==> src/design/mlr_pkg.sv <==
`default_nettype none

package mlr_pkg;

  // Fixed widths of the item fields.
  localparam int ByteW  = 8;
  localparam int TimerW = 16;
  localparam int WordW  = 2 * ByteW;

  // Reply sequence upper end and the run of zero bytes that ends a session.
  localparam logic [ByteW-1:0] ReplyLast = 8'hBF;
  localparam logic [1:0]       ZeroLimit = 2'd3;

  // Configuration register reset values.
  localparam logic [ByteW-1:0]  StartByteRst   = 8'd170;
  localparam logic [ByteW-1:0]  AckByteRst     = 8'd172;
  localparam logic [ByteW-1:0]  ToggleByteRst  = 8'd204;
  localparam logic [ByteW-1:0]  ReplyFirstRst  = 8'd176;
  localparam logic [TimerW-1:0] ReplyDelayRst  = 16'd3000;
  localparam logic [TimerW-1:0] IdleTimeoutRst = 16'd4000;
  localparam logic [TimerW-1:0] LedPulseRst    = 16'd50;

  // Configuration register indexes.
  typedef enum logic [2:0] {
    REG_START_BYTE   = 3'd0,
    REG_ACK_BYTE     = 3'd1,
    REG_TOGGLE_BYTE  = 3'd2,
    REG_REPLY_FIRST  = 3'd3,
    REG_REPLY_DELAY  = 3'd4,
    REG_IDLE_TIMEOUT = 3'd5,
    REG_LED_PULSE    = 3'd6
  } cfg_reg_t;

  // Session phases.
  localparam logic [1:0] PhaseWaitStart = 2'd0;
  localparam logic [1:0] PhaseWaitByte  = 2'd1;
  localparam logic [1:0] PhaseWaitReply = 2'd2;
  localparam logic [1:0] PhaseBad       = 2'd3;

  // Session reset causes.
  localparam logic [1:0] CauseNone       = 2'd0;
  localparam logic [1:0] CauseZeros      = 2'd1;
  localparam logic [1:0] CauseIdle       = 2'd2;
  localparam logic [1:0] CauseReplyIdle  = 2'd3;

  // Item modes.
  localparam logic ModeTick = 1'b0;
  localparam logic ModeByte = 1'b1;

  typedef struct packed {
    logic             mode;
    logic [ByteW-1:0] rx_byte;
  } in_item_t;

  typedef struct packed {
    logic             line_valid;
    logic [ByteW-1:0] line_byte;
    logic             last;
    logic             rx_led;
    logic             tx_led;
    logic [1:0]       phase;
    logic [1:0]       reset_cause;
    logic             bad_word;
  } out_item_t;

  typedef struct packed {
    logic [ByteW-1:0]  open_code;
    logic [ByteW-1:0]  ack_code;
    logic [ByteW-1:0]  toggle_byte;
    logic [ByteW-1:0]  reply_first;
    logic [TimerW-1:0] reply_wait_ticks;
    logic [TimerW-1:0] idle_timeout_ms;
    logic [TimerW-1:0] led_pulse_ms;
  } cfg_t;

  // Outcome of one step, handed to the output queue.
  typedef struct packed {
    logic             tx_have;
    logic [WordW-1:0] tx_word;
    logic             rx_led;
    logic             tx_led;
    logic [1:0]       phase;
    logic [1:0]       cause;
    logic             bad;
  } step_res_t;

  // Manchester encode, MSB first: data 1 is line 01, data 0 is line 10.
  function automatic logic [WordW-1:0] mch_encode(input logic [ByteW-1:0] v);
    logic [WordW-1:0] w;
    w = '0;
    for (int i = 0; i < ByteW; i++) begin
      w[2*i+1] = ~v[i];
      w[2*i]   = v[i];
    end
    return w;
  endfunction

  // True when every bit pair of the word is 01 or 10.
  function automatic logic mch_valid(input logic [WordW-1:0] w);
    logic ok;
    ok = 1'b1;
    for (int i = 0; i < ByteW; i++) begin
      ok = ok & (w[2*i+1] ^ w[2*i]);
    end
    return ok;
  endfunction

  // Data bits are the low bit of each pair.
  function automatic logic [ByteW-1:0] mch_decode(input logic [WordW-1:0] w);
    logic [ByteW-1:0] v;
    v = '0;
    for (int i = 0; i < ByteW; i++) begin
      v[i] = w[2*i];
    end
    return v;
  endfunction

endpackage

`default_nettype wire

==> src/design/mlr_cfg.sv <==
`default_nettype none

module mlr_cfg (
  input  wire logic                  clk,
  input  wire logic                  rst,
  input  wire logic                  wr_en,
  input  wire logic [2:0]            wr_index,
  input  wire logic [15:0]           wr_data,
  output mlr_pkg::cfg_t              cfg
);

  // Register file; writes beyond the list are ignored.
  always_ff @(posedge clk) begin
    if (rst) begin
      cfg.open_code        <= mlr_pkg::StartByteRst;
      cfg.ack_code         <= mlr_pkg::AckByteRst;
      cfg.toggle_byte      <= mlr_pkg::ToggleByteRst;
      cfg.reply_first      <= mlr_pkg::ReplyFirstRst;
      cfg.reply_wait_ticks <= mlr_pkg::ReplyDelayRst;
      cfg.idle_timeout_ms  <= mlr_pkg::IdleTimeoutRst;
      cfg.led_pulse_ms     <= mlr_pkg::LedPulseRst;
    end else if (wr_en) begin
      unique case (wr_index)
        mlr_pkg::REG_START_BYTE:   cfg.open_code        <= wr_data[7:0];
        mlr_pkg::REG_ACK_BYTE:     cfg.ack_code         <= wr_data[7:0];
        mlr_pkg::REG_TOGGLE_BYTE:  cfg.toggle_byte      <= wr_data[7:0];
        mlr_pkg::REG_REPLY_FIRST:  cfg.reply_first      <= wr_data[7:0];
        mlr_pkg::REG_REPLY_DELAY:  cfg.reply_wait_ticks <= wr_data;
        mlr_pkg::REG_IDLE_TIMEOUT: cfg.idle_timeout_ms  <= wr_data;
        mlr_pkg::REG_LED_PULSE:    cfg.led_pulse_ms     <= wr_data;
        default: ;
      endcase
    end
  end

endmodule

`default_nettype wire

==> src/design/mlr_step.sv <==
`default_nettype none

module mlr_step (
  input  wire logic              clk,
  input  wire logic              rst,
  input  wire logic              go,
  input  wire mlr_pkg::in_item_t item,
  input  wire mlr_pkg::cfg_t     cfg,
  output mlr_pkg::step_res_t     res
);

  // Session state.
  logic [1:0]  session_phase, session_phase_next;
  logic        half_pending, half_pending_next;
  logic [7:0]  half_word, half_word_next;
  logic [7:0]  next_reply, next_reply_next;
  logic [1:0]  zero_run, zero_run_next;
  logic [15:0] reply_wait_left, reply_wait_left_next;
  logic [15:0] idle_left, idle_left_next;
  logic [15:0] rx_pulse_left, rx_pulse_left_next;
  logic [15:0] tx_pulse_left, tx_pulse_left_next;
  logic        override_mode, override_mode_next;
  logic        latched_level, latched_level_next;
  logic        rx_led_level, rx_led_level_next;
  logic        tx_led_level, tx_led_level_next;

  logic        tx_have;
  logic [15:0] tx_word;
  logic [1:0]  cause;
  logic        bad;
  logic [15:0] rx_word;
  logic [7:0]  v;
  logic        rst_session;
  logic [1:0]  rst_cause;
  logic        done;

  // One step of the responder, worked through in the order of the protocol.
  always_comb begin
    session_phase_next   = session_phase;
    half_pending_next    = half_pending;
    half_word_next       = half_word;
    next_reply_next      = next_reply;
    zero_run_next        = zero_run;
    reply_wait_left_next = reply_wait_left;
    idle_left_next       = idle_left;
    rx_pulse_left_next   = rx_pulse_left;
    tx_pulse_left_next   = tx_pulse_left;
    override_mode_next   = override_mode;
    latched_level_next   = latched_level;
    rx_led_level_next    = rx_led_level;
    tx_led_level_next    = tx_led_level;
    tx_have     = 1'b0;
    tx_word     = '0;
    cause       = mlr_pkg::CauseNone;
    bad         = 1'b0;
    rst_session = 1'b0;
    rst_cause   = mlr_pkg::CauseNone;
    done        = 1'b0;
    rx_word     = {half_word, item.rx_byte};
    v           = mlr_pkg::mch_decode(rx_word);

    if (session_phase == mlr_pkg::PhaseBad) begin
      rst_session = 1'b1;
      rst_cause   = mlr_pkg::CauseNone;
    end else if (item.mode == mlr_pkg::ModeTick) begin
      // LED pulse timers count down and switch the LED off at zero.
      if (rx_pulse_left != '0) begin
        rx_pulse_left_next = rx_pulse_left - 16'd1;
        if (rx_pulse_left == 16'd1) rx_led_level_next = 1'b0;
      end
      if (tx_pulse_left != '0) begin
        tx_pulse_left_next = tx_pulse_left - 16'd1;
        if (tx_pulse_left == 16'd1) tx_led_level_next = 1'b0;
      end
      if (session_phase == mlr_pkg::PhaseWaitByte) begin
        if (idle_left <= 16'd1) begin
          rst_session = 1'b1;
          rst_cause   = mlr_pkg::CauseIdle;
        end else begin
          idle_left_next = idle_left - 16'd1;
        end
      end else if (session_phase == mlr_pkg::PhaseWaitReply) begin
        if (idle_left <= 16'd1) begin
          rst_session = 1'b1;
          rst_cause   = mlr_pkg::CauseReplyIdle;
        end else if (reply_wait_left <= 16'd1) begin
          // Reply delay has run out: send the next reply byte.
          reply_wait_left_next = '0;
          tx_have            = 1'b1;
          tx_word            = mlr_pkg::mch_encode(next_reply);
          half_pending_next  = 1'b0;
          if (!override_mode) begin
            tx_pulse_left_next = cfg.led_pulse_ms;
            tx_led_level_next  = |cfg.led_pulse_ms;
          end
          if (next_reply >= mlr_pkg::ReplyLast) next_reply_next = cfg.reply_first;
          else next_reply_next = next_reply + 8'd1;
          idle_left_next     = cfg.idle_timeout_ms;
          session_phase_next = mlr_pkg::PhaseWaitByte;
        end else begin
          idle_left_next       = idle_left - 16'd1;
          reply_wait_left_next = reply_wait_left - 16'd1;
        end
      end
    end else if (session_phase != mlr_pkg::PhaseWaitReply) begin
      if (!half_pending) begin
        half_word_next    = item.rx_byte;
        half_pending_next = 1'b1;
      end else begin
        half_pending_next = 1'b0;
        if (!mlr_pkg::mch_valid(rx_word)) begin
          bad = 1'b1;
        end else begin
          // A logical byte has arrived.
          if (!override_mode) begin
            rx_pulse_left_next = cfg.led_pulse_ms;
            rx_led_level_next  = |cfg.led_pulse_ms;
          end
          if (session_phase == mlr_pkg::PhaseWaitStart) begin
            if (v == cfg.open_code) begin
              tx_have            = 1'b1;
              tx_word            = mlr_pkg::mch_encode(cfg.ack_code);
              if (!override_mode) begin
                tx_pulse_left_next = cfg.led_pulse_ms;
                tx_led_level_next  = |cfg.led_pulse_ms;
              end
              idle_left_next     = cfg.idle_timeout_ms;
              zero_run_next      = '0;
              session_phase_next = mlr_pkg::PhaseWaitByte;
            end
            done = 1'b1;
          end
          if (!done) begin
            if (v == cfg.toggle_byte) begin
              override_mode_next = ~override_mode;
              latched_level_next = ~latched_level;
              rx_pulse_left_next = '0;
              tx_pulse_left_next = '0;
              rx_led_level_next  = ~latched_level;
              tx_led_level_next  = ~latched_level;
              zero_run_next      = '0;
            end
            if (v == 8'h00) begin
              // The toggle clears the run first, so count from its result.
              if (zero_run_next >= mlr_pkg::ZeroLimit - 2'd1) begin
                rst_session = 1'b1;
                rst_cause   = mlr_pkg::CauseZeros;
              end else begin
                zero_run_next = zero_run_next + 2'd1;
              end
            end else begin
              zero_run_next = '0;
            end
            if (!rst_session) begin
              reply_wait_left_next = cfg.reply_wait_ticks;
              idle_left_next       = cfg.idle_timeout_ms;
              session_phase_next   = mlr_pkg::PhaseWaitReply;
            end
          end
        end
      end
    end

    // Session reset back to waiting for start.
    if (rst_session) begin
      half_pending_next    = 1'b0;
      next_reply_next      = cfg.reply_first;
      reply_wait_left_next = '0;
      idle_left_next       = '0;
      zero_run_next        = '0;
      session_phase_next   = mlr_pkg::PhaseWaitStart;
      cause                = rst_cause;
    end
  end

  // State registers, advanced once per item.
  always_ff @(posedge clk) begin
    if (rst) begin
      session_phase   <= mlr_pkg::PhaseWaitStart;
      half_pending    <= 1'b0;
      half_word       <= '0;
      next_reply      <= mlr_pkg::ReplyFirstRst;
      zero_run        <= '0;
      reply_wait_left <= '0;
      idle_left       <= '0;
      rx_pulse_left   <= '0;
      tx_pulse_left   <= '0;
      override_mode   <= 1'b0;
      latched_level   <= 1'b0;
      rx_led_level    <= 1'b0;
      tx_led_level    <= 1'b0;
    end else if (go) begin
      session_phase   <= session_phase_next;
      half_pending    <= half_pending_next;
      half_word       <= half_word_next;
      next_reply      <= next_reply_next;
      zero_run        <= zero_run_next;
      reply_wait_left <= reply_wait_left_next;
      idle_left       <= idle_left_next;
      rx_pulse_left   <= rx_pulse_left_next;
      tx_pulse_left   <= tx_pulse_left_next;
      override_mode   <= override_mode_next;
      latched_level   <= latched_level_next;
      rx_led_level    <= rx_led_level_next;
      tx_led_level    <= tx_led_level_next;
    end
  end

  // Step outcome, with the LED levels as seen after the step.
  always_comb begin
    res.tx_have = tx_have;
    res.tx_word = tx_word;
    res.rx_led  = override_mode_next ? latched_level_next : rx_led_level_next;
    res.tx_led  = override_mode_next ? latched_level_next : tx_led_level_next;
    res.phase   = session_phase_next;
    res.cause   = cause;
    res.bad     = bad;
  end

endmodule

`default_nettype wire

==> src/design/mlr_outq.sv <==
`default_nettype none

module mlr_outq (
  input  wire logic               clk,
  input  wire logic               rst,
  input  wire logic               load,
  input  wire mlr_pkg::step_res_t res_in,
  output logic                    can_load,
  output logic                    valid,
  input  wire logic               stall,
  output mlr_pkg::out_item_t      data
);

  logic               q_valid;
  logic               second;
  mlr_pkg::step_res_t res;
  logic               is_last;
  logic               fire;

  assign is_last  = !res.tx_have || second;
  assign fire     = q_valid && !stall;
  assign can_load = !q_valid || (fire && is_last);
  assign valid    = q_valid;

  // Result register: one step outcome, sent as one item or as two line bytes.
  always_ff @(posedge clk) begin
    if (rst) begin
      q_valid <= 1'b0;
      second  <= 1'b0;
    end else if (load) begin
      q_valid <= 1'b1;
      second  <= 1'b0;
    end else if (fire && !is_last) begin
      second <= 1'b1;
    end else if (fire) begin
      q_valid <= 1'b0;
    end
  end

  always_ff @(posedge clk) begin
    if (load) res <= res_in;
  end

  // Output item fields.
  always_comb begin
    data.line_valid  = res.tx_have;
    data.line_byte   = !res.tx_have ? 8'h00 :
                       (second ? res.tx_word[7:0] : res.tx_word[15:8]);
    data.last        = is_last;
    data.rx_led      = res.rx_led;
    data.tx_led      = res.tx_led;
    data.phase       = res.phase;
    data.reset_cause = res.cause;
    data.bad_word    = res.bad;
  end

endmodule

`default_nettype wire

==> src/design/manchester_link_responder.sv <==
`default_nettype none

// Session responder for a Manchester-coded byte link. Each input item is a
// millisecond tick or one raw line byte; line bytes pair into words that
// decode to logical bytes, and the responder answers a start byte with an
// acknowledge, then answers each received byte with the next reply byte after
// the reply delay. Every item gives one result item, or two when a byte is
// sent (high line byte, then low line byte, the second marked last). An item
// passes an input register, the step logic and a result register. A new item is
// taken every cycle while results drain, except that an item that sends a byte
// holds the result register until its second line byte has been taken.
// Configuration is written through the cfg port, which is always ready.
module manchester_link_responder (
  input  wire logic              clk,
  input  wire logic              rst,
  input  wire logic              in_valid,
  output logic                   in_stall,
  input  wire mlr_pkg::in_item_t in_data,
  output logic                   out_valid,
  input  wire logic              out_stall,
  output mlr_pkg::out_item_t     out_data,
  input  wire logic              cfg_valid,
  output logic                   cfg_ready,
  input  wire logic [2:0]        cfg_index,
  input  wire logic [15:0]       cfg_data
);

  mlr_pkg::cfg_t      cfg;
  mlr_pkg::in_item_t  item;
  mlr_pkg::step_res_t res;
  logic               item_valid;
  logic               can_load;
  logic               step_go;
  logic               accept;

  assign cfg_ready = 1'b1;
  assign step_go   = item_valid && can_load;
  assign in_stall  = item_valid && !can_load;
  assign accept    = in_valid && !in_stall;

  mlr_cfg u_cfg (
    .clk      (clk),
    .rst      (rst),
    .wr_en    (cfg_valid && cfg_ready),
    .wr_index (cfg_index),
    .wr_data  (cfg_data),
    .cfg      (cfg)
  );

  // Input register.
  always_ff @(posedge clk) begin
    if (rst) begin
      item_valid <= 1'b0;
    end else if (accept) begin
      item_valid <= 1'b1;
    end else if (step_go) begin
      item_valid <= 1'b0;
    end
  end

  always_ff @(posedge clk) begin
    if (accept) item <= in_data;
  end

  mlr_step u_step (
    .clk  (clk),
    .rst  (rst),
    .go   (step_go),
    .item (item),
    .cfg  (cfg),
    .res  (res)
  );

  mlr_outq u_outq (
    .clk      (clk),
    .rst      (rst),
    .load     (step_go),
    .res_in   (res),
    .can_load (can_load),
    .valid    (out_valid),
    .stall    (out_stall),
    .data     (out_data)
  );

  // A first line byte is always followed by the matching last line byte.
  a_pair_follows: assert property (@(posedge clk) disable iff (rst)
    out_valid && !out_stall && !out_data.last |=>
      out_valid && out_data.last && out_data.line_valid)
    else $error("second line byte missing");

  // Items that send nothing carry a zero byte and are single.
  a_idle_item: assert property (@(posedge clk) disable iff (rst)
    out_valid && !out_data.line_valid |-> out_data.line_byte == 8'h00 && out_data.last)
    else $error("empty item malformed");

  // The input register only stalls while it holds an item.
  a_stall_held: assert property (@(posedge clk) disable iff (rst)
    in_stall |-> item_valid && !step_go)
    else $error("stall without held item");

  // The session never reports the unused phase code.
  a_phase_range: assert property (@(posedge clk) disable iff (rst)
    out_valid |-> out_data.phase != mlr_pkg::PhaseBad)
    else $error("unused phase reported");

endmodule

`default_nettype wire

==> config.mk <==
export PLATFORM = sky130hd
export DESIGN_NAME = manchester_link_responder
export DESIGN_NICKNAME = d
export VERILOG_FILES = /design/src/design/mlr_pkg.sv /design/src/design/mlr_cfg.sv /design/src/design/mlr_step.sv /design/src/design/mlr_outq.sv /design/src/design/manchester_link_responder.sv
export SDC_FILE = /design/constraint.sdc
export NUM_CORES = 1
export LEC_CHECK = 0
export BUFFER_PORTS_ARGS = -buffer_cell sky130_fd_sc_hd__buf_4
export CORE_MARGIN = 5
export CORE_UTILIZATION = 50
export CTS_BUF_LIST = sky130_fd_sc_hd__clkbuf_2 sky130_fd_sc_hd__clkbuf_4 sky130_fd_sc_hd__clkbuf_8
export DETAILED_ROUTE_END_ITERATION = 7
export HOLD_SLACK_MARGIN = 0.15
export PLACE_DENSITY = 0.7
export SLEW_MARGIN = 20
export SYNTH_ARGS = -nofsm -noshare
export SYNTH_HDL_FRONTEND = slang
export SYNTH_SLANG_ARGS = --single-unit
==> constraint.sdc <==
create_clock -name clk -period 2.6 [get_ports clk]
set_clock_uncertainty 0.05 [all_clocks]
set_input_delay 0.13 -clock clk [delete_from_list [all_inputs] [get_ports clk]]
set_output_delay 0.13 -clock clk [all_outputs]
set_load 0.02 [all_outputs]
# After elaboration in Yosys (flattened, before gate mapping)

Index checks and enable logic that the tools add are counted.

Flip-flop bits (word level): 205
Output and inout bits: 20
Logic and storage cells: 364

$lt $le $gt $ge: 4
$add $sub $neg: 6
Multiplexer cells: 204
Equal/unequal tests: 29
Bitwise gates (word level): 38
Reductions and logical operators: 51

Operators with widths:

| operator                | count |
|---|---|
| $mux W16                | 60 |
| $mux W1                 | 92 |
| $mux W2                 | 42 |
| $mux W8                 | 10 |
| $sub A16 B1 Y16 const B | 4 |
| $eq A16 B1 Y1 const B   | 2 |
| $le A16 B1 Y1 const B   | 2 |
| $reduce_bool A16 Y1     | 2 |
| $not A1 Y1              | 23 |
| $reduce_and A7 Y1       | 3 |
| $reduce_bool A2 Y1      | 9 |
| $eq A8 B8 Y1            | 2 |
| $reduce_and A2 Y1       | 8 |
| $reduce_or A16 Y1       | 1 |
| $ne A2 B1 Y1 const B    | 7 |
| $ne A3 B2 Y1 const B    | 4 |
| $reduce_and A6 Y1       | 2 |
| $reduce_and A10 Y1      | 1 |
| $reduce_and A5 Y1       | 2 |
| $eq A3 B3 Y1 const B    | 3 |
| $ne A3 B1 Y1 const B    | 3 |
| $add A8 B1 Y8 const B   | 1 |
| $ge A8 B8 Y1 const B    | 1 |
| $logic_not A8 Y1        | 1 |
| 18 further kinds        | 47 |

# Logic depth before layout (Yosys ltp)

Gate-level depths: netlist (run 1).

Word-level depth: 36
Mapped depth: 11
Mapped depth without buffers: 9

# Modules after synthesis

A second synthesis (run 1) with hierarchy kept.

Cells, all modules: 1284
Area, all modules: 11195.7 um^2

Modules (own cells, without submodules):

| module                    | sequential area each (um^2) | area each (um^2) | cells an instance | instances |
|---|---|---|---|---|
| mlr_step                  | 1781.7                      | 6647.6           | 907               | 1 |
| mlr_cfg                   | 1601.5                      | 3183.1           | 300               | 1 |
| mlr_outq                  | 760.7                       | 1027.2           | 61                | 1 |
| manchester_link_responder | 290.3                       | 337.8            | 16                | 1 |

# Worst setup path after synthesis (run 1)

OpenSTA, ideal clock, no wires.

Path kind: register to register
From: register u_outq.res (netlist bit u_outq.data[16])
To: register u_step.reply_wait_left[13]
Required time: 2.417 ns
Arrival: 2.554 ns
Path buffers: 1
Setup slack: -0.137 ns
Cell stages (with the launch flop): 10
Path through: edfxtp_1 > nor2b_1 > o21ai_0 > nand2_1 > inv_1 > o31a_1 > nand3_2 > buf_6 > a221oi_1 > nor3_1

Longest elaborated chain between the ends: 6

RTL lines:

| element                      | line                            | RTL |
|---|---|---|
| start: declaration           | mlr_outq.sv:16                  | `mlr_pkg::step_res_t res;` |
| start signal: assignment     | mlr_outq.sv:41                  | `if (load) res <= res_in;` |
| $logic_not A1 Y1             | n/a                             |  |
| $logic_or A1 B1 Y1           | mlr_outq.sv:20                  | `assign is_last = !res.tx_have \|\| second;` |
| $logic_and A1 B1 Y1          | mlr_outq.sv:22                  | `assign can_load = !q_valid \|\| (fire && is_last);` |
| $logic_or A1 B1 Y1           | mlr_outq.sv:22                  |  |
| $logic_and A1 B1 Y1          | manchester_link_responder.sv:37 | `assign step_go = item_valid && can_load;` |
| via step_go                  | manchester_link_responder.sv:33 | `logic step_go;` |
| $reduce_and A10 Y1 (no line) | n/a                             |  |
| end signal: assignment       | mlr_step.sv:198                 | `reply_wait_left <= reply_wait_left_next;` |
| end: declaration             | mlr_step.sv:18                  | `logic [15:0] reply_wait_left, reply_wait_left_next;` |

The timed path passes the listed nets, and every way through them passes these cells.
A chain may end at the register's enable or synchronous reset.

# Worst setup path after layout (run 1)

From: register, netlist name item[2]
To: register u_step.reply_wait_left[10]

Longest elaborated chain between the ends: 27

RTL lines:

| element                                              | line            | RTL |
|---|---|---|
| $eq A8 B8 Y1                                         | mlr_step.sv:120 | `if (v == cfg.open_code) begin` |
| $mux W2                                              | mlr_step.sv:120 |  |
| $mux W2                                              | mlr_step.sv:119 | `if (session_phase == mlr_pkg::PhaseWaitStart) begin` |
| $mux W2                                              | mlr_step.sv:134 | `if (v == cfg.toggle_byte) begin` |
| $mux W2                                              | mlr_step.sv:133 | `if (!done) begin` |
| $mux W2                                              | mlr_step.sv:111 | `if (!mlr_pkg::mch_valid(rx_word)) begin` |
| $mux W2                                              | mlr_step.sv:106 | `if (!half_pending) begin` |
| $mux W2                                              | mlr_step.sv:105 | `end else if (session_phase != mlr_pkg::PhaseWaitReply) begin` |
| [... 11 more ...]                                    | n/a             |  |
| $mux W1                                              | mlr_step.sv:133 |  |
| $mux W1                                              | mlr_step.sv:111 |  |
| $mux W1                                              | mlr_step.sv:106 |  |
| $mux W1                                              | mlr_step.sv:105 |  |
| $mux W1                                              | mlr_step.sv:65  | `end else if (item.mode == mlr_pkg::ModeTick) begin` |
| $mux W1                                              | mlr_step.sv:62  | `if (session_phase == mlr_pkg::PhaseBad) begin` |
| $ne A3 B2 Y1 (no line), or another cell as far along | n/a             |  |
| $reduce_and A10 Y1 (no line)                         | n/a             |  |

Parallel ways exist; a longest one is shown, timed or not. The select of a mux whose other input is x is not followed.

==> flow_summary.json, run 1 <==
{
  "syn2layout_area_growth_pct": 34.1,
  "relSlewSlack": 0.540,
  "overflow": 0,
  "vias": 11400,
  "rows": 54,
  "synth_top_area_cell": "dfxtp_1",
  "num_antenna_cells": 0,
  "setup_viol": 52,
  "cp_data_required_time_ns": 3.04,
  "syn_nets": 1382,
  "drtPass1Iterations": 5,
  "clock_latency_ns": 0.55,
  "p_leak_uw": 0.00571,
  "final_antenna_net_count": 0,
  "yosys.cell_types.count": 79,
  "fmax_ghz": 0.364,
  "outcome": "complete, but fails checks",
  "wl_um": 36000,
  "end_kind": "register",
  "fin_area_um2": 14600,
  "period_needed_ns": 2.74,
  "die_height_um": 157,
  "grt_pass1_vias": 10700,
  "synthTopCellsByArea": "dfxtp_1, edfxtp_1, nand2_1",
  "dpl_cell_area_um2": 12400,
  "finalMaxSlewViolations": 0,
  "power_density_nw_per_um2": 555,
  "drt_iter0_drc": 1397,
  "rsz0062_at_grt": "yes",
  "finalNetCount": 1600,
  "groute.usage.overall": 0.280,
  "mostFrequentLayoutCell": "nand2_1",
  "utilization": 0.673,
  "cts_root_buffer": "clkbuf_8",
  "synthCells": 1338,
  "hp-class": "in2reg",
  "place_congestion": 0.959,
  "dpl.hpwl_um": 23600,
  "synth_edf_count": 33,
  "grt_pass1_wl_um": 56000,
  "start_kind": "register",
  "vias_per_cell": 6.12,
  "place_inst": 1740,
  "ir_drop_v": 0.000405,
  "synth_ff_type": "dfxtp_1",
  "max_slew.worst_pin.slew_ns": 0.689,
  "die_w_um": 157,
  "regToRegSetupSlack_ns": -0.14,
  "ioPinCount": 53,
  "drv_cap": 0,
  "final_cell_mix": "nand2_1, buf_4, dfxtp_1",
  "hold_viol_final": 0,
  "ys_ff_latch": 205,
  "die_area_um2": 24800,
  "grt_max_degree": 51,
  "total_power_uw": 8090,
  "async_flop_share": 0,
  "cp_data_arrival_time_ns": 3.18,
  "post-place-ws_ns": -0.252,
  "portBuffers": 51,
  "fin_crit_sh": 1.06,
  "cts_buffers": 37,
  "path_max_fanout": 5,
  "path_clk_slew_ns": 0.07,
  "syn_area_per_cell_um2": 8.12,
  "cts_max_level": 2,
  "synth_area_um2": 10900,
  "cts_buffer_depth": 3,
  "antenna_found_initial": 1,
  "fin_cells": 1860,
  "avgRoutedWirePerCell_um": 19.4,
  "drive_gt1_frac": 0.271,
  "core_um2": 21600,
  "setup_slack_ns": -0.144,
  "yosys_warnings": 0,
  "drc": 0,
  "violations": "setup timing",
  "initial_utilization": 0.502,
  "critPathKind": "reg2reg",
  "synth.top_cell.area_share": 0.317,
  "clock_sinks": 205,
  "cts_tree": "built",
  "yosysSeqAreaShare": 0.408
}
[worst paths after layout]
check / from / end / depth (start not counted)
worst max register to register: item[2] / u_step.reply_wait_left[10] / 10
worst min register to register: u_cfg.cfg[38] / u_cfg.cfg[38] / 2
worst min-delay path: cfg_index[2] / u_cfg.cfg[68] / 5
worst max-delay path: item[2] / u_step.reply_wait_left[10] / 10
[state kept, by name, indices dropped and copies added (netlist names), 9 cells and up]
register	cells
u_step.rx_pulse_left	16
u_step.idle_left	16
u_step.tx_pulse_left	16
u_cfg.cfg	80
u_step.reply_wait_left	16
item	9
u_outq.res	16
[report_power, final]
| part | internal (uW) | switching [uW] | leakage, uW |
|---|---|---|---|
| registers | 3340 | 95.2 | 0.00172 |
| clock network | 1700 | 1360 | 0.000395 |
| logic | 683 | 913 | 0.00360 |
| total | 5720 | 2370 | 0.00571 |
[layout make-up]
class,count,area [um2]
clock buffer,56,696
multi-input combinational,1021,6700
clock inverter,7,36.3
timing repair buffer,257,2210
fill,1708,7060
tap,280,350
sequential,205,4440
inverter,34,131
[per-stage QoR]
stage,hold WS (ns),TNS [ns]
floorplan,0.179,-0.839
global placement,0.260,-5.67
detailed placement,0.260,-7.62
CTS,0.151,-1.73
global route,0.209,-8.30
finish,0.166,-4.26
[per-layer routing]
layer	GRT usage	up-vias	routed length [um]
met5	0	-	13
met4	0.0938	2	1010
met3	0.0448	92	2940
met2	0.436	550	16500
met1	0.396	5439	15600
li1	-	5299	-
[worst max-delay path, cell delays in order (launching register included)]
cell and delay [ns]:
edfxtp_1 0.39, or4_4 0.54, or2_4 0.28, a211o_1 0.31, buf_6 0.16, buf_6 0.11, a211o_4 0.33, nand3_4 0.17
buf_8 0.16, o21ai_2 0.07, a21oi_2 0.14
[cells in the mapped netlist, types with 10 or more instances]
master	instances
nand3_1	58
nand2_1	232
o32ai_1	19
xor2_1	24
o21ai_0	50
and2_1	12
or4_1	12
edfxtp_1	33
inv_1	34
o22ai_1	19
nor2_1	114
a22oi_1	13
nor4_1	19
nand4_1	11
mux2i_1	38
o211ai_1	12
a221oi_1	10
xnor2_1	19
and3_1	15
dfxtp_1	172
nor2b_1	18
a31oi_1	10
ha_1	11
a21oi_1	114
clkbuf_1	53
nor3_1	46
buf_4	11
a211oi_1	15
or3_1	12
[repair_timing]
| item | 4_1_cts | 5_1_grt |
|---|---|---|
| cloned | 3 | 1 |
| buffers inserted | 11 | 10 |
| setup endpoints to repair | 57 | 78 |
| hold buffers | 35 | 0 |
| hold endpoints to repair | 97 | 0 |
| gates resized for setup | 49 | 145 |
| pin swaps | 36 | 84 |
[cells by family after synthesis]
family                   Yosys count  share of synthesized area
flip-flops                       205                      0.408
adder cells (fa/ha/maj)           11                     0.0127
multiplexers                      42                     0.0392
buffers and inverters            112                     0.0453
other                              1                   0.000345
XOR/XNOR                          43                     0.0347
AND/OR/NAND/NOR                  589                      0.255
AO/OA/AOI/OAI                    335                      0.204
Note: power is estimated with default switching activity, not from simulation.
==> inputs of run 2 (changes only) <==
--- a/config.mk
+++ b/config.mk
@@ -12,6 +12,7 @@
 export DETAILED_ROUTE_END_ITERATION = 7
 export HOLD_SLACK_MARGIN = 0.15
 export PLACE_DENSITY = 0.7
+export SKIP_CTS_REPAIR_TIMING = 1
 export SLEW_MARGIN = 20
 export SYNTH_ARGS = -nofsm -noshare
 export SYNTH_HDL_FRONTEND = slang
==> run 2 against run 1 <==
The flow still finishes with violations (setup timing). Critical endpoint is now u_step.reply_wait_left[0]. Sequential share of layout area is 0.41 points higher. Via count is 0.13% lower. Global-route usage is 0.85 points lower. Combinational power hardly changed. Largest cell class unchanged. Worst hold slack worse by 0.012 ns. Power is 0.52% lower. Non-clock buffer count is 4 lower. Cell count is 0.16% lower. Setup slack worse by 0.021 ns. Die area stayed put.
==> flow_summary.json, run 2 (synthesized netlist as in run 1, its figures left out) <==
{
  "final_cell_mix": "nand2_1, buf_4, dfxtp_1",
  "reg2reg_to": "u_step.reply_wait_left[0]",
  "die_area_um2": 24800,
  "finalNetCount": 1597,
  "groute.usage.overall": 0.271,
  "final_antenna_net_count": 0,
  "fin_cells": 1857,
  "core_um2": 21600,
  "antenna_found_initial": 1,
  "critPathKind": "reg2reg",
  "initial_utilization": 0.502,
  "cts_root_buffer": "clkbuf_8",
  "clock_latency_ns": 0.55,
  "tns_ns": -3.22,
  "drv_cap": 0,
  "wl_um": 35900,
  "grt-busiest-layer": "met2",
  "hold_path_end": "u_cfg.cfg[64]",
  "cts_buffer_depth": 3,
  "fin_crit_sh": 1.06,
  "fmax_ghz": 0.362,
  "reg2reg_depth": 9,
  "cts_max_level": 2,
  "met2_usage": 0.414,
  "setup_viol": 40,
  "vias_per_cell": 6.12,
  "place_congestion": 0.959,
  "multiInputGateArea_um2": 6580,
  "dpl.hpwl_um": 23600,
  "largest_reg_flops": 80,
  "cts_buffers": 37,
  "num_antenna_cells": 0,
  "regToRegSetupSlack_ns": -0.17,
  "hold_viol_final": 0,
  "ioPinCount": 53,
  "relSlewSlack": 0.535,
  "drc": 0,
  "vias": 11400,
  "die_height_um": 157,
  "path_clk_slew_ns": 0.06,
  "n_fill_cell": 1756,
  "grt_util_met3": 0.0462,
  "cp_data_arrival_time_ns": 3.18,
  "syn2layout_area_growth_pct": 32.3,
  "max_slew.worst_pin.slew_ns": 0.695,
  "end_kind": "register",
  "overflow": 0,
  "period_needed_ns": 2.77,
  "min_from": "cfg_valid",
  "place_inst": 1740,
  "seqCellArea_um2": 4440,
  "grt_max_degree": 51,
  "regMostFlops": "u_cfg.cfg",
  "p_leak_uw": 0.00565,
  "finalMaxSlewViolations": 0,
  "min_path_cells": 5,
  "use_met1": 0.393,
  "cp_data_required_time_ns": 3.02,
  "total_power_uw": 8040,
  "dpl_cell_area_um2": 12400,
  "setup_slack_ns": -0.166,
  "grt_pass1_wl_um": 54500,
  "cts_tree": "built",
  "outcome": "complete, but fails checks",
  "rsz0062_at_grt": "yes",
  "drtPass1Iterations": 6,
  "fin_area_um2": 14400,
  "clock_sinks": 205,
  "die_w_um": 157,
  "power_density_nw_per_um2": 560,
  "start_kind": "register",
  "avgRoutedWirePerCell_um": 19.3,
  "drt_iter0_drc": 1391,
  "portBuffers": 51,
  "path_max_fanout": 5,
  "drive_gt1_frac": 0.259,
  "mostFrequentLayoutCell": "nand2_1",
  "reg2reg_from": "item[2]",
  "grt_pass1_vias": 10300,
  "violations": "setup timing",
  "rows": 54,
  "hp-class": "in2reg",
  "ir_drop_v": 0.000381
}
## run 2: worst max-delay path by stage
stage,cells after the start,start,end
after CTS,9,item[4],u_step.idle_left[11]
final,9,item[2],u_step.reply_wait_left[0]
after detailed placement,10,item[4],u_step.next_reply[7]
after floorplan,9,item[2],u_step.reply_wait_left[12]
after global placement,8,item[4],u_step.idle_left[0]
after global routing,9,item[2],u_step.reply_wait_left[4]
## run 2: final cells by class
class	instances	share of cell area
Clock buffer	56	0.0484
Clock inverter	7	0.00253
Inverter	34	0.00914
Multi-Input combinational cell	1022	0.458
Sequential cell	205	0.309
Tap cell	280	0.0244
Timing Repair Buffer	253	0.149
## run 2: per-stage QoR
step / worst slack, ns / util / hold WS [ns]
finish: -0.166 / 0.665 / 0.154
global route: -0.219 / 0.665 / 0.194
CTS: -0.263 / 0.607 / -0.285
detailed placement: -0.252 / 0.573 / 0.260
global placement: -0.224 / 0.573 / 0.260
floorplan: -0.0894 / - / 0.179
## run 2: report_power, final
part           switching [uW]  total, uW  internal (uW)
registers                96.7       3430           3340
clock network            1340       3050           1700
logic                     900       1570            668
total                    2340       8040           5710
## run 2: routing by layer
layer	wire length [um]	vias up
met1	15200	5424
met5	13	-
met3	3210	102
met2	16200	556
met4	1240	2
li1	-	5283
## run 2: worst max-delay path, cell delays in order (launching register included)
cell       delay [ns]
edfxtp_1         0.39
or4_4            0.54
or2_4            0.26
a211o_4          0.35
buf_6            0.13
or4_4            0.43
nand3_4          0.17
clkbuf_16        0.18
a221oi_2         0.03
a211oi_1         0.16
